`src/hdl/fat_cluster_chain_allocator_assert.svh`:
```
// Assertion macros used by the allocator sequencer (fcca_ctrl).
`ifndef FAT_CLUSTER_CHAIN_ALLOCATOR_ASSERT_SVH
`define FAT_CLUSTER_CHAIN_ALLOCATOR_ASSERT_SVH

// Same-cycle implication, disabled during reset.
`define FCCA_ASSERT_SAME(label, clk, rst, ante, cons) \
   label: assert property (@(posedge clk) disable iff (rst) (ante) |-> (cons)) \
      else $error("fcca assertion failed");

// Next-cycle implication, disabled during reset.
`define FCCA_ASSERT_NEXT(label, clk, rst, ante, cons) \
   label: assert property (@(posedge clk) disable iff (rst) (ante) |=> (cons)) \
      else $error("fcca assertion failed");

`endif

```
`src/hdl/fcca_pkg.sv`:
```
`default_nettype none

package fcca_pkg;

   localparam int unsigned TABLE_ENTRIES_DEFAULT = 4096;
   localparam int unsigned CLUSTER_W = 12;
   localparam int unsigned VALUE_W   = 28;

   // Entry values (top four bits are never set, so only 28 bits are stored)
   localparam logic [VALUE_W-1:0] END_MARK  = 28'hFFFFFF8;
   localparam logic [CLUSTER_W-1:0] LAST_CLUSTER_RESET = 12'hFFF;

   // Operation codes
   localparam logic [1:0] OP_LOOKUP       = 2'd0;
   localparam logic [1:0] OP_WRITE        = 2'd1;
   localparam logic [1:0] OP_ALLOC        = 2'd2;
   localparam logic [1:0] OP_ALLOC_LOOKUP = 2'd3;

   // Status codes
   localparam logic [1:0] ST_OK    = 2'd0;
   localparam logic [1:0] ST_RANGE = 2'd1;
   localparam logic [1:0] ST_FULL  = 2'd2;

   typedef struct packed {
      logic [1:0]           operation;
      logic [CLUSTER_W-1:0] cluster_number;
      logic [VALUE_W-1:0]   entry_value;
   } req_type;

   typedef struct packed {
      logic [VALUE_W-1:0] result_cluster;
      logic [1:0]         status;
   } rsp_type;

endpackage

`default_nettype wire

```
`src/hdl/fcca_ctrl.sv`:
```
`default_nettype none

// Sequencer: clearing pass, operation decode, one-entry-per-cycle free scan,
// table updates and the response register.
module fcca_ctrl #(
   parameter int unsigned TABLE_ENTRIES = fcca_pkg::TABLE_ENTRIES_DEFAULT,
   localparam int unsigned AW = $clog2(TABLE_ENTRIES),
   localparam int unsigned XW = ((AW > fcca_pkg::CLUSTER_W) ? AW : fcca_pkg::CLUSTER_W) + 1
) (
   input  wire logic                       clock,
   input  wire logic                       reset,
   input  wire logic                       req_valid,
   output logic                            req_ready,
   input  wire fcca_pkg::req_type          req_payload,
   output logic                            rsp_valid,
   input  wire logic                       rsp_ready,
   output fcca_pkg::rsp_type               rsp_payload,
   input  wire logic [XW-1:0]              scan_limit,
   output logic                            mem_wr_en,
   output logic [AW-1:0]                   mem_wr_addr,
   output logic [fcca_pkg::VALUE_W-1:0]    mem_wr_data,
   output logic                            mem_rd_en,
   output logic [AW-1:0]                   mem_rd_addr,
   input  wire logic [fcca_pkg::VALUE_W-1:0] mem_rd_data
);

`include "fat_cluster_chain_allocator_assert.svh"

   localparam logic [2:0] S_CLEAR = 3'd0;
   localparam logic [2:0] S_IDLE  = 3'd1;
   localparam logic [2:0] S_EXEC  = 3'd2;
   localparam logic [2:0] S_RDWT  = 3'd3;
   localparam logic [2:0] S_SCAN  = 3'd4;
   localparam logic [2:0] S_MARK  = 3'd5;
   localparam logic [2:0] S_LINK  = 3'd6;
   localparam logic [2:0] S_DONE  = 3'd7;

   localparam logic [AW-1:0] LAST_ADDR = AW'(TABLE_ENTRIES - 1);
   localparam logic [XW-1:0] ENTRIES_X = XW'(TABLE_ENTRIES);
   localparam logic [XW-1:0] FIRST_CLU = XW'(2);

   logic [2:0]                       state_ff, state_in;
   logic [AW-1:0]                    clr_ff, clr_in;
   logic [1:0]                       op_ff, op_in;
   logic [fcca_pkg::CLUSTER_W-1:0]   clu_ff, clu_in;
   logic [fcca_pkg::VALUE_W-1:0]     val_ff, val_in;
   logic [XW-1:0]                    scan_ff, scan_in;
   logic [XW-1:0]                    rdc_ff, rdc_in;
   logic                             rdv_ff, rdv_in;
   logic [fcca_pkg::VALUE_W-1:0]     res_ff, res_in;
   logic [1:0]                       st_ff, st_in;
   logic                             rsp_valid_ff, rsp_valid_in;
   fcca_pkg::rsp_type                rsp_ff, rsp_in;

   logic          in_table;
   logic          link_bad;
   logic          can_emit;
   logic          emit;
   logic [AW-1:0] clu_addr;
   logic [AW-1:0] fnd_addr;

   assign in_table = (clu_ff >= fcca_pkg::CLUSTER_W'(2)) && (XW'(clu_ff) < ENTRIES_X);
   assign link_bad = (clu_ff != '0) && !in_table;
   assign can_emit = !rsp_valid_ff || rsp_ready;
   assign clu_addr = AW'(clu_ff);
   assign fnd_addr = AW'(rdc_ff);

   // Sequencer
   always_comb begin
      state_in    = state_ff;
      clr_in      = clr_ff;
      op_in       = op_ff;
      clu_in      = clu_ff;
      val_in      = val_ff;
      scan_in     = scan_ff;
      rdc_in      = rdc_ff;
      rdv_in      = rdv_ff;
      res_in      = res_ff;
      st_in       = st_ff;
      emit        = 1'b0;
      req_ready   = 1'b0;
      mem_wr_en   = 1'b0;
      mem_wr_addr = clu_addr;
      mem_wr_data = val_ff;
      mem_rd_en   = 1'b0;
      mem_rd_addr = clu_addr;

      unique case (state_ff)
         S_CLEAR: begin
            mem_wr_en   = 1'b1;
            mem_wr_addr = clr_ff;
            mem_wr_data = '0;
            clr_in      = clr_ff + AW'(1);
            if (clr_ff == LAST_ADDR) begin
               state_in = S_IDLE;
            end
         end
         S_IDLE: begin
            req_ready = 1'b1;
            if (req_valid) begin
               op_in    = req_payload.operation;
               clu_in   = req_payload.cluster_number;
               val_in   = req_payload.entry_value;
               state_in = S_EXEC;
            end
         end
         S_EXEC: begin
            scan_in = FIRST_CLU;
            rdv_in  = 1'b0;
            res_in  = '0;
            st_in   = fcca_pkg::ST_OK;
            unique case (op_ff)
               fcca_pkg::OP_ALLOC: begin
                  if (link_bad) begin
                     st_in    = fcca_pkg::ST_RANGE;
                     state_in = S_DONE;
                  end else begin
                     state_in = S_SCAN;
                  end
               end
               fcca_pkg::OP_WRITE: begin
                  if (!in_table) begin
                     st_in = fcca_pkg::ST_RANGE;
                  end else begin
                     mem_wr_en = 1'b1;
                  end
                  state_in = S_DONE;
               end
               default: begin
                  if (!in_table) begin
                     st_in    = fcca_pkg::ST_RANGE;
                     state_in = S_DONE;
                  end else begin
                     mem_rd_en = 1'b1;
                     state_in  = S_RDWT;
                  end
               end
            endcase
         end
         S_RDWT: begin
            if ((op_ff == fcca_pkg::OP_ALLOC_LOOKUP) && (mem_rd_data >= fcca_pkg::END_MARK)) begin
               state_in = S_SCAN;
            end else begin
               res_in   = mem_rd_data;
               state_in = S_DONE;
            end
         end
         S_SCAN: begin
            // issue one read per cycle; data for rdc_ff arrives this cycle
            mem_rd_en   = 1'b1;
            mem_rd_addr = AW'(scan_ff);
            rdv_in      = (scan_ff <= scan_limit);
            rdc_in      = scan_ff;
            scan_in     = scan_ff + XW'(1);
            if (rdv_ff && (mem_rd_data == '0)) begin
               // keep the address of the free entry for the mark and link writes
               rdc_in   = rdc_ff;
               state_in = S_MARK;
            end else if (!rdv_ff && (scan_ff > scan_limit)) begin
               res_in   = '0;
               st_in    = fcca_pkg::ST_FULL;
               state_in = S_DONE;
            end
         end
         S_MARK: begin
            mem_wr_en   = 1'b1;
            mem_wr_addr = fnd_addr;
            mem_wr_data = fcca_pkg::END_MARK;
            res_in      = fcca_pkg::VALUE_W'(rdc_ff);
            st_in       = fcca_pkg::ST_OK;
            state_in    = (clu_ff != '0) ? S_LINK : S_DONE;
         end
         S_LINK: begin
            mem_wr_en   = 1'b1;
            mem_wr_addr = clu_addr;
            mem_wr_data = fcca_pkg::VALUE_W'(rdc_ff);
            state_in    = S_DONE;
         end
         S_DONE: begin
            if (can_emit) begin
               emit     = 1'b1;
               state_in = S_IDLE;
            end
         end
         default: begin
            state_in = S_IDLE;
         end
      endcase
   end

   // Response register
   always_comb begin
      rsp_valid_in = rsp_valid_ff;
      rsp_in       = rsp_ff;
      if (emit) begin
         rsp_valid_in          = 1'b1;
         rsp_in.result_cluster = res_ff;
         rsp_in.status         = st_ff;
      end else if (rsp_ready) begin
         rsp_valid_in = 1'b0;
      end
   end

   always_ff @(posedge clock) begin
      if (reset) begin
         state_ff     <= S_CLEAR;
         clr_ff       <= '0;
         rdv_ff       <= 1'b0;
         rsp_valid_ff <= 1'b0;
      end else begin
         state_ff     <= state_in;
         clr_ff       <= clr_in;
         rdv_ff       <= rdv_in;
         rsp_valid_ff <= rsp_valid_in;
      end
   end

   always_ff @(posedge clock) begin
      op_ff   <= op_in;
      clu_ff  <= clu_in;
      val_ff  <= val_in;
      scan_ff <= scan_in;
      rdc_ff  <= rdc_in;
      res_ff  <= res_in;
      st_ff   <= st_in;
      rsp_ff  <= rsp_in;
   end

   assign rsp_valid   = rsp_valid_ff;
   assign rsp_payload = rsp_ff;

   // Checks
   `FCCA_ASSERT_SAME(a_no_rsp_in_clear, clock, reset, state_ff == S_CLEAR, !rsp_valid_ff)
   `FCCA_ASSERT_SAME(a_no_write_while_scan, clock, reset,
      (state_ff == S_SCAN) || (state_ff == S_IDLE) || (state_ff == S_DONE), !mem_wr_en)
   `FCCA_ASSERT_NEXT(a_accept_leaves_idle, clock, reset, req_valid && req_ready,
      state_ff == S_EXEC)
   `FCCA_ASSERT_NEXT(a_emit_sets_valid, clock, reset, emit, rsp_valid_ff)

endmodule

`default_nettype wire

```
`config.mk`:
```
export PLATFORM = sky130hd
export DESIGN_NAME = fcca_ctrl
export DESIGN_NICKNAME = d
export VERILOG_FILES = /design/src/hdl/fcca_pkg.sv /design/src/hdl/fcca_ctrl.sv
export VERILOG_INCLUDE_DIRS = /design/src /design/src/hdl
export SDC_FILE = /design/constraint.sdc
export NUM_CORES = 1
export LEC_CHECK = 0
export ABC_AREA = 1
export ABC_CLOCK_PERIOD_IN_PS = 5800
export BUFFER_PORTS_ARGS = -buffer_cell sky130_fd_sc_hd__buf_2
export CAP_MARGIN = 20
export CORE_ASPECT_RATIO = 0.75
export CORE_MARGIN = 2
export CORE_UTILIZATION = 55
export CTS_BUF_LIST = sky130_fd_sc_hd__clkbuf_4
export DETAILED_ROUTE_END_ITERATION = 6
export PLACE_DENSITY = 0.83
export SLEW_MARGIN = 0
export SYNTH_ARGS = -nofsm -noshare
export SYNTH_HDL_FRONTEND = slang
export SYNTH_SLANG_ARGS = --single-unit
```
`constraint.sdc`:
```
create_clock -name clock -period 5.8 [get_ports clock]
set_input_delay 0 -clock clock [delete_from_list [all_inputs] [get_ports clock]]
set_output_delay 0 -clock clock [all_outputs]
set_load 0.01 [all_outputs]
```
==> flow_metrics.tcl, run 1 <==
set metrics [dict create \
    internal_power_uw 2190 \
    fin_skew_ns 0.0174 \
    drtIter0Drc 601 \
    vias 5766 \
    synth_edf_count 128 \
    core_mm2 0.0117 \
    post-route-period-util_pct 57.8 \
    r2r_cells 8 \
    root_buffer "clkbuf_4" \
    switching_share_pct 36.4 \
    syn_to_final_growth_pct 31.4 \
    cp.required_ns 5.80 \
    io_buffers 172 \
    initial_core_util_pct 56.9 \
    worst-setup-path-type "reg2out" \
    cts_buffer_depth 2 \
    fin_nets 991 \
    grtUsageTotal_pct 29.5 \
    yosys.area.top_type_share_pct 58.0 \
    setup_violations 0 \
    synth_area_leader_cell "edfxtp_1" \
    htree_levels 4 \
    dr.pass1.iters 5 \
    path_clk_slew_ns 0.12 \
    p_sw_uw 1250 \
    cts_setup_buffers 0 \
    fmax_ghz 0.298 \
    p_per_area_mw_per_mm2 395 \
    antenna_found_initial 0 \
    die_w_um 131 \
    cp-end-kind "primary output" \
    synth_fp_nets 741 \
    cp.arrival_ns 3.35 \
    cts_tree "done" \
    cp_slowest_stage_delay_ns 0.58 \
    hold_viol_final 0 \
    worst_pin_slew_ns 0.878 \
    wl_per_cell_um 17.6 \
    share_seq_of_total_power_pct 46.4 \
    cts.sinks 145 \
    hold_start "scan_limit[0]" \
    synthTopCellsByArea "edfxtp_1, nand2_1, inv_1" \
    hold-path-endpoint "state_ff[0]" \
    async_flop_share_pct 0 \
    grt_pass1_vias 5606 \
    setup_ws_ns 2.45 \
    drive_gt1_share_pct 25.8 \
    grt_pass1_wl_mm 28.3 \
    ys_seq_area_share_pct 63.1 \
    min_period_ns 3.35 \
    final_cells 1061 \
    preCtsSetupSlack_ns 2.50 \
    r2r_start "state_ff[2]" \
    hp-class "in2reg" \
    p_clk_share_pct 21.7 \
    reg2reg_to "rdv_ff" \
    status "complete, no violations" \
    slew_violations 0 \
    yosysUniqueCellTypes 37 \
    gp_congestion 0.937 \
    cp_slowest_cell "nand2_2" \
    drc 0 \
    comb_power_share_pct 31.9 \
    reg2reg_slack_ns 2.63 \
    wirelength_mm 18.6 \
    dieArea_mm2 0.0130 \
    vdd_ir_drop_max_mv 0.279 \
    avgViaCountPerCell 5.43 \
    clock_latency_ns 0.58 \
    num_rows 34 \
    diodes 0 \
    path_cells "nor2_2 > nand2_2 > inv_2 > nor2_8 > inv_4 > nor2_4 > nand2_1 > o211ai_1 > buf_2" \
    dp.cells 954 \
    cts_buffers 17 \
    io_pins 173 \
    synth_flop_cell "edfxtp_1" \
    synth_area_per_cell_um2 10.4 \
    synth_area_mm2 0.00663 \
    leakage_uw 0.00384 \
    maxCapViolations 0 \
    ys_ff_latch 145 \
    fin_setup_tns_ns 0 \
    hpwl_mm 12.6 \
    whs_path_depth 7 \
    path_max_fanout 39 \
    die_y_um 99.1 \
    yosys_warnings 0 \
    overflow 0 \
    relSlewSlack_pct 41.4 \
    postRouteAntennaNets 0 \
    post_cts_resized 0 \
    grt_start_max_net_pins 40 \
    rsz0062_at_grt "false" \
    start_kind "flip-flop" \
    synthCells 636 \
]
[through the flow]
| step | hold slack (ns) | cell area [um2] | power (uW) | util (%) |
|---|---|---|---|---|
| after CTS | 0.0682 | 8690 | 3400 | 74.5 |
| final | 0.105 | 8710 | 3450 | 74.8 |
| after floorplan | 0.0691 | 6630 | 2250 | - |
| after global placement | 0.176 | 7610 | 2570 | 65.3 |
| after global routing | 0.0964 | 8710 | 3620 | 74.8 |
| after detailed placement | 0.178 | 7610 | 2630 | 65.3 |
[worst max path at each step]
stage / from / endpoint / slack (ns) / cells past startpoint
3_5_place_dp: state_ff[2] / res_ff[2] / 2.50 / 8
4_1_cts: state_ff[1] / mem_wr_data[12] / 2.47 / 9
5_1_grt: state_ff[1] / mem_wr_data[12] / 2.16 / 9
3_3_place_gp: state_ff[2] / res_ff[15] / 2.70 / 8
6_report: state_ff[1] / mem_wr_data[12] / 2.45 / 9
2_1_floorplan: state_ff[0] / clu_addr[0] / 1.81 / 4
[logic make-up (layout without fill, tap and decap cells)]
| kind of cell | count (synthesis) | count (layout) | share of synthesized area [%] |
|---|---|---|---|
| AO/OA/AOI/OAI | 91 | 91 | 8.38 |
| XOR/XNOR | 1 | 1 | 0.132 |
| adder cells (fa/ha/maj) | 18 | 18 | 3.40 |
| buffers and inverters | 126 | 389 | 7.80 |
| flip-flops | 145 | 145 | 63.1 |
| AND/OR/NAND/NOR | 255 | 255 | 17.2 |
[critical path, delay by kind of cell, from the launching register on]
kind | cells | cell delay [ns]
flops | 1 | 0.51
simple gates | 5 | 1.55
compound gates | 1 | 0.14
buf+inv | 3 | 0.55
[cell usage after synthesis, types with 10 or more instances]
| master | count |
|---|---|
| buf_2 | 10 |
| inv_1 | 100 |
| dfxtp_1 | 17 |
| a21oi_1 | 23 |
| nor3_1 | 10 |
| ha_1 | 18 |
| edfxtp_1 | 128 |
| nor2_1 | 64 |
| nand2_1 | 129 |
| o21ai_0 | 26 |
| nand3_1 | 18 |
| nand4_1 | 14 |
[power groups by stage]
stage / clock [uW] / sequential [uW] / combinational (uW)
after floorplan: 0 / 1570 / 683
after global placement: 0 / 1600 / 966
after detailed placement: 0 / 1620 / 1010
after CTS: 749 / 1600 / 1050
after global routing: 790 / 1620 / 1210
final: 746 / 1600 / 1100
[area by class of cell]
| type | instances | area (um2) |
|---|---|---|
| clock buffer | 17 | 128 |
| clock inverter | 15 | 205 |
| fill | 801 | 2940 |
| inverter | 107 | 407 |
| multi-input combinational | 365 | 1940 |
| sequential | 145 | 4180 |
| tap | 162 | 203 |
| timing repair buffer | 250 | 1650 |
[metal layers]
metal  GRT usage [%]  wire length [um]  vias up
met1            37.8              7250     2686
met5               0                 0        -
met4            11.9               501        0
met2            48.0              9000      374
li1                -                 -     2657
met3            7.60              1890       49
[flip-flops by register name, summed over array words and instances (netlist names), 3 cells and up]
name and flops:
clr_ff 12, val_ff 28, state_ff 3, scan_ff 13, rdc_ff 13, res_ff 28
rsp_payload 30, clu_addr 12
[repair_timing]
action                     in CTS  in global routing
hold endpoints to repair       80                  0
hold buffers                   74                  0
setup endpoints to repair       0                  0
[placed cells by master, fill, tap and decap left out, types with 3 or more instances in the layout]
cell,netlist,layout
a221o_1,5,5
bufinv_16,0,4
nor2_4,5,5
dlygate4sd3_1,0,74
o211ai_1,9,9
inv_2,5,5
clkbuf_4,0,17
edfxtp_1,128,128
inv_6,0,5
o21ai_0,26,26
a21oi_1,23,23
buf_4,1,3
inv_1,100,100
buf_2,10,172
o221ai_1,8,8
nor3b_1,3,3
nor3_1,10,9
nand4_1,14,14
dfxtp_1,17,17
clkinvlp_4,0,5
ha_1,18,18
o22ai_1,9,9
nor2_1,64,63
o21ai_1,7,7
nand3_1,18,18
nand2_1,129,129
nor2_2,4,5
No activity file was read; power rests on OpenSTA's default activity.
==> run 2: changes to the inputs <==
--- a/config.mk
+++ b/config.mk
@@ -7,7 +7,7 @@
 export NUM_CORES = 1
 export LEC_CHECK = 0
 export ABC_AREA = 1
-export ABC_CLOCK_PERIOD_IN_PS = 5800
+export ABC_CLOCK_PERIOD_IN_PS = 3300
 export BUFFER_PORTS_ARGS = -buffer_cell sky130_fd_sc_hd__buf_2
 export CAP_MARGIN = 20
 export CORE_ASPECT_RATIO = 0.75
==> constraint.sdc (replaced) <==
create_clock -name clock -period 3.3 [get_ports clock]
set_input_delay 0 -clock clock [delete_from_list [all_inputs] [get_ports clock]]
set_output_delay 0 -clock clock [all_outputs]
set_load 0.01 [all_outputs]
==> run 2 against run 1 <==
The run now ends with DRC left. First-iteration DRC count is 16% higher. Combinational power is 74% higher. Sequential power grew 75%. Critical endpoint is now mem_wr_data[4]. Largest power group unchanged.
==> flow_metrics.tcl, run 2 (same netlist as run 1, synthesis figures left out) <==
set metrics [dict create \
    status "finished with violations" \
    violations "DRC" \
    antenna_found_initial 0 \
    met1_length_mm 7.01 \
    clock_latency_ns 0.56 \
    internal_power_uw 3700 \
    cp.required_ns 3.30 \
    fin_skew_ns 0.0157 \
    setup_violations 0 \
    wirelength_mm 18.4 \
    comb_power_share_pct 32.4 \
    grtUsageTotal_pct 28.8 \
    io_buffers 172 \
    vias 5699 \
    rsz0062_at_grt "false" \
    final_common_cell "buf_2" \
    preCtsSetupSlack_ns 0.716 \
    cts_tree "done" \
    drtIter0Drc 697 \
    drive_gt1_share_pct 26.2 \
    worst-setup-path-type "reg2out" \
    drc 3 \
    hp-class "in2reg" \
    hpwl_mm 12.7 \
    slew_violations 0 \
    leakage_uw 0.00384 \
    dieArea_mm2 0.0130 \
    share_seq_of_total_power_pct 47.5 \
    whs_path_depth 7 \
    post_cts_resized 0 \
    cts_buffer_depth 2 \
    cts_buffers 17 \
    final_cells 1064 \
    fin_setup_tns_ns 0 \
    r2r_start "state_ff[2]" \
    reg2reg_slack_ns 0.56 \
    post-route-period-util_pct 88.7 \
    hold_viol_final 0 \
    largest_reg_flops 30 \
    initial_core_util_pct 56.9 \
    gp_congestion 0.899 \
    overflow 0 \
    core_mm2 0.0117 \
    min_period_ns 2.93 \
    grt_pass1_wl_mm 27.7 \
    ctsHoldBuffers 74 \
    relSlewSlack_pct 40.9 \
    postRouteAntennaNets 0 \
    dr.pass1.iters 7 \
    r2r_cells 9 \
    p_clk_share_pct 20.1 \
    path_max_fanout 29 \
    dp.cells 958 \
    diodes 0 \
    cts_setup_buffers 0 \
    cts.sinks 145 \
    syn_to_final_growth_pct 31.0 \
    p_per_area_mw_per_mm2 680 \
    top_layer "met4" \
    met3_length_mm 1.87 \
    reg2reg_to "rdv_ff" \
    setup_ws_ns 0.375 \
    cp-end-kind "primary output" \
    path_clk_slew_ns 0.13 \
    p_sw_uw 2200 \
    fin_nets 994 \
    grt_pass1_vias 5634 \
    maxCapViolations 0 \
    avgViaCountPerCell 5.36 \
    vdd_ir_drop_max_mv 0.484 \
    layout_common_cells "buf_2, nand2_1, edfxtp_1" \
    die_y_um 99.1 \
    fmax_ghz 0.342 \
    num_rows 34 \
    root_buffer "clkbuf_4" \
    filler_cell_count 815 \
    grt_start_max_net_pins 31 \
    die_w_um 131 \
    worst_pin_slew_ns 0.885 \
    wl_per_cell_um 17.2 \
    met2_length_mm 9.01 \
    cp.arrival_ns 2.93 \
    switching_share_pct 37.3 \
    htree_levels 4 \
    start_kind "flip-flop" \
    io_pins 173 \
    hold-path-endpoint "state_ff[0]" \
    hold_start "scan_limit[0]" \
]
run 2: cell count changes in the layout (fill, tap and decap cells not counted), sizes merged:
cell      before  now
inv          112  116
buf          176  179
clkinvlp       5    2
bufinv         4    2
clkinv         1    2
run 2: metal layers:
layer	vias up	global-route usage, %
li1	2663	-
met1	2624	35.5
met2	367	49.8
met3	45	7.06
met4	0	9.49
met5	-	0
run 2: cell type report:
| class | instances | area (um2) | share of cell area (%) |
|---|---|---|---|
| sequential | 145 | 4180 | 48.2 |
| clock inverter | 15 | 169 | 1.94 |
| inverter | 107 | 407 | 4.68 |
| clock buffer | 17 | 128 | 1.47 |
| timing repair buffer | 253 | 1650 | 19.0 |
| multi-input combinational | 365 | 1940 | 22.4 |
| tap | 162 | 203 | 2.33 |
run 2: power by group through the flow:
stage               Combinational [uW]  Sequential [uW]  Clock [uW]
finish                            1910             2800        1190
global route                      2100             2830        1270
CTS                               1880             2790        1200
detailed placement                1800             2840           0
global placement                  1730             2810           0
floorplan                         1200             2750           0
run 2: how the worst max path moves through the flow:
stage	from	endpoint	slack, ns
3_3_place_gp	scan_ff[10]	res_ff[2]	0.87
3_5_place_dp	scan_ff[10]	res_ff[15]	0.72
6_report	state_ff[1]	mem_wr_data[4]	0.37
5_1_grt	state_ff[1]	mem_wr_data[4]	0.08
2_1_floorplan	state_ff[0]	clu_addr[0]	0.60
4_1_cts	state_ff[1]	mem_wr_data[4]	0.32
run 2: critical path, cell delays in order, from the launching register on:
cell	delay, ns
dfxtp_1	0.51
nor2_2	0.09
nand2_2	0.30
inv_2	0.21
nor2_8	0.20
inv_4	0.08
nor2_4	0.50
nand2_1	0.13
o211ai_1	0.15
buf_2	0.18
run 2: per-stage QoR:
stage | cell area, um2 | hold WS [ns] | power (uW) | util [%]
detailed placement | 7650 | 0.178 | 4640 | 65.6
floorplan | 6630 | 0.0691 | 3950 | -
global route | 8690 | 0.105 | 6210 | 74.5
CTS | 8690 | 0.0751 | 5870 | 74.5
global placement | 7650 | 0.176 | 4540 | 65.6
finish | 8690 | 0.112 | 5900 | 74.5
==> run 3: changes to the inputs <==
--- a/config.mk
+++ b/config.mk
@@ -15,7 +15,7 @@
 export CORE_UTILIZATION = 55
 export CTS_BUF_LIST = sky130_fd_sc_hd__clkbuf_4
 export DETAILED_ROUTE_END_ITERATION = 6
-export PLACE_DENSITY = 0.83
+export PLACE_DENSITY = 0.86
 export SLEW_MARGIN = 0
 export SYNTH_ARGS = -nofsm -noshare
 export SYNTH_HDL_FRONTEND = slang
==> run 3 against run 2 <==
The flow now finishes without violations. Clock power up 8%. Hold slack worse by 0.039 ns. Sequential share of layout area down 0.18 points. Fmax down 2.3%. Worst setup slack worse by 0.069 ns. Register-to-register slack better by 0.05 ns. Clock skew up 0.0026 ns. Critical path depth unchanged. Final cell count down 0.19%.
==> flow_metrics.tcl, run 3 (same netlist as run 1, synthesis figures left out) <==
set metrics [dict create \
    io_buffers 172 \
    fin_nets 992 \
    layout_common_cells "buf_2, nand2_1, edfxtp_1" \
    worst_pin_slew_ns 0.940 \
    initial_core_util_pct 56.9 \
    drc 0 \
    post-route-period-util_pct 90.7 \
    avgViaCountPerCell 5.34 \
    drive_gt1_share_pct 26.0 \
    whs_path_depth 6 \
    status "complete, no violations" \
    cts_buffers 17 \
    cp_slowest_stage_delay_ns 0.54 \
    hp-class "in2reg" \
    wirelength_mm 18.8 \
    start_kind "flip-flop" \
    switching_share_pct 36.0 \
    critPathTopFamily "simple AND/OR/NAND/NOR gates" \
    reg2reg_to "res_ff[2]" \
    core_mm2 0.0117 \
    antenna_found_initial 0 \
    dieArea_mm2 0.0130 \
    reg2reg_slack_ns 0.61 \
    cp_slowest_cell "nor2_4" \
    vias 5669 \
    grt_pass1_vias 5506 \
    drtIter0Drc 507 \
    gp_congestion 0.953 \
    vdd_ir_drop_max_mv 0.393 \
    internal_power_uw 3830 \
    diodes 0 \
    grtUsageTotal_pct 29.8 \
    place_area_mm2 0.00765 \
    fin_setup_tns_ns 0 \
    largest_reg_flops 30 \
    hpwl_mm 12.1 \
    ctsHoldBuffers 73 \
    seqCellArea_mm2 0.00418 \
    clock_latency_ns 0.55 \
    comb_power_share_pct 31.8 \
    die_y_um 99.1 \
    cp-end-kind "primary output" \
    num_rows 34 \
    share_seq_of_total_power_pct 46.7 \
    rsz0062_at_grt "false" \
    io_pins 173 \
    path_max_fanout 29 \
    cts_setup_buffers 0 \
    p_sw_uw 2150 \
    cts_tree "done" \
    multiInputGateArea_mm2 0.00194 \
    post_cts_resized 0 \
    setup_violations 0 \
    root_buffer "clkbuf_4" \
    slew_violations 0 \
    postRouteAntennaNets 0 \
    hold-path-endpoint "rdv_ff" \
    path_clk_slew_ns 0.13 \
    cp.required_ns 3.30 \
    cts_buffer_depth 2 \
    dr.pass1.iters 5 \
    worst-setup-path-type "reg2out" \
    die_w_um 131 \
    overflow 0 \
    fin_skew_ns 0.0182 \
    filler_cell_count 763 \
    hold_start "scan_limit[0]" \
    cts.sinks 145 \
    min_period_ns 2.99 \
    hold_viol_final 0 \
    syn_to_final_growth_pct 31.5 \
    r2r_cells 12 \
    critPathBufInv 3 \
    p_clk_share_pct 21.5 \
    cp.arrival_ns 2.99 \
    path_cells "nor2_2 > nand2_2 > inv_2 > nor2_8 > inv_4 > nor2_4 > nand2_1 > o21ai_0 > buf_2" \
    htree_levels 4 \
    design_area_mm2 0.00872 \
    maxCapViolations 0 \
    p_per_area_mw_per_mm2 687 \
    fmax_ghz 0.334 \
    wl_per_cell_um 17.7 \
    leakage_uw 0.00385 \
    grt_start_max_net_pins 31 \
    r2r_start "scan_ff[10]" \
    relSlewSlack_pct 37.1 \
    final_common_cell "buf_2" \
    grt_pass1_wl_mm 28.4 \
    critPathLaunch "state_ff[1]" \
]
==> run 3: worst max path at each step <==
stage	endpoint	slack (ns)	cells past startpoint
2_1_floorplan	clu_addr[0]	0.60	4
3_3_place_gp	res_ff[13]	0.85	12
3_5_place_dp	res_ff[13]	0.67	12
4_1_cts	mem_wr_data[12]	0.34	9
5_1_grt	mem_wr_data[1]	0.08	9
6_report	mem_wr_data[1]	0.31	9
==> run 3: area by class of cell <==
cell class	instances	share of cell area, %
flip-flops and latches	145	48.0
inverters	107	4.66
clock buffers	17	1.46
repair buffers	251	18.9
well taps	162	2.32
multi-input cells	365	22.3
clock inverters	15	2.37
==> run 3: per-stage QoR <==
stage,cells,total power (uW),util (%),setup slack [ns],hold WS (ns)
6_report,1062,5990,74.8,0.306,0.0725
5_1_grt,1062,6310,74.8,0.0844,0.0588
4_1_cts,1062,5940,74.8,0.337,0.0494
3_5_place_dp,957,4610,65.7,0.672,0.178
3_3_place_gp,957,4550,65.7,0.851,0.177
2_1_floorplan,636,3950,-,0.601,0.0691
==> run 3: routing by layer <==
metal | vias up | global-route usage (%) | wire [um]
li1 | 2667 | - | -
met1 | 2593 | 37.4 | 7110
met2 | 363 | 49.2 | 9100
met3 | 46 | 8.52 | 2080
met4 | 0 | 11.3 | 458
met5 | - | 0 | 0
==> run 3: worst reg2reg max path, delay by kind of cell (launching register included) <==
| family | cells | cell delay, ns |
|---|---|---|
| and+or+nand+nor | 6 | 0.65 |
| DFF | 1 | 0.49 |
| adders and majority gates | 1 | 0.33 |
| buffers and inverters | 3 | 0.46 |
| AOI/OAI and AO/OA | 2 | 0.41 |
==> run 3: power by group through the flow <==
stage          Clock, uW  Combinational (uW)  Sequential, uW
2_1_floorplan          0                1200            2750
3_3_place_gp           0                1750            2800
3_5_place_dp           0                1780            2830
4_1_cts             1290                1860            2790
5_1_grt             1380                2090            2840
6_report            1290                1900            2800
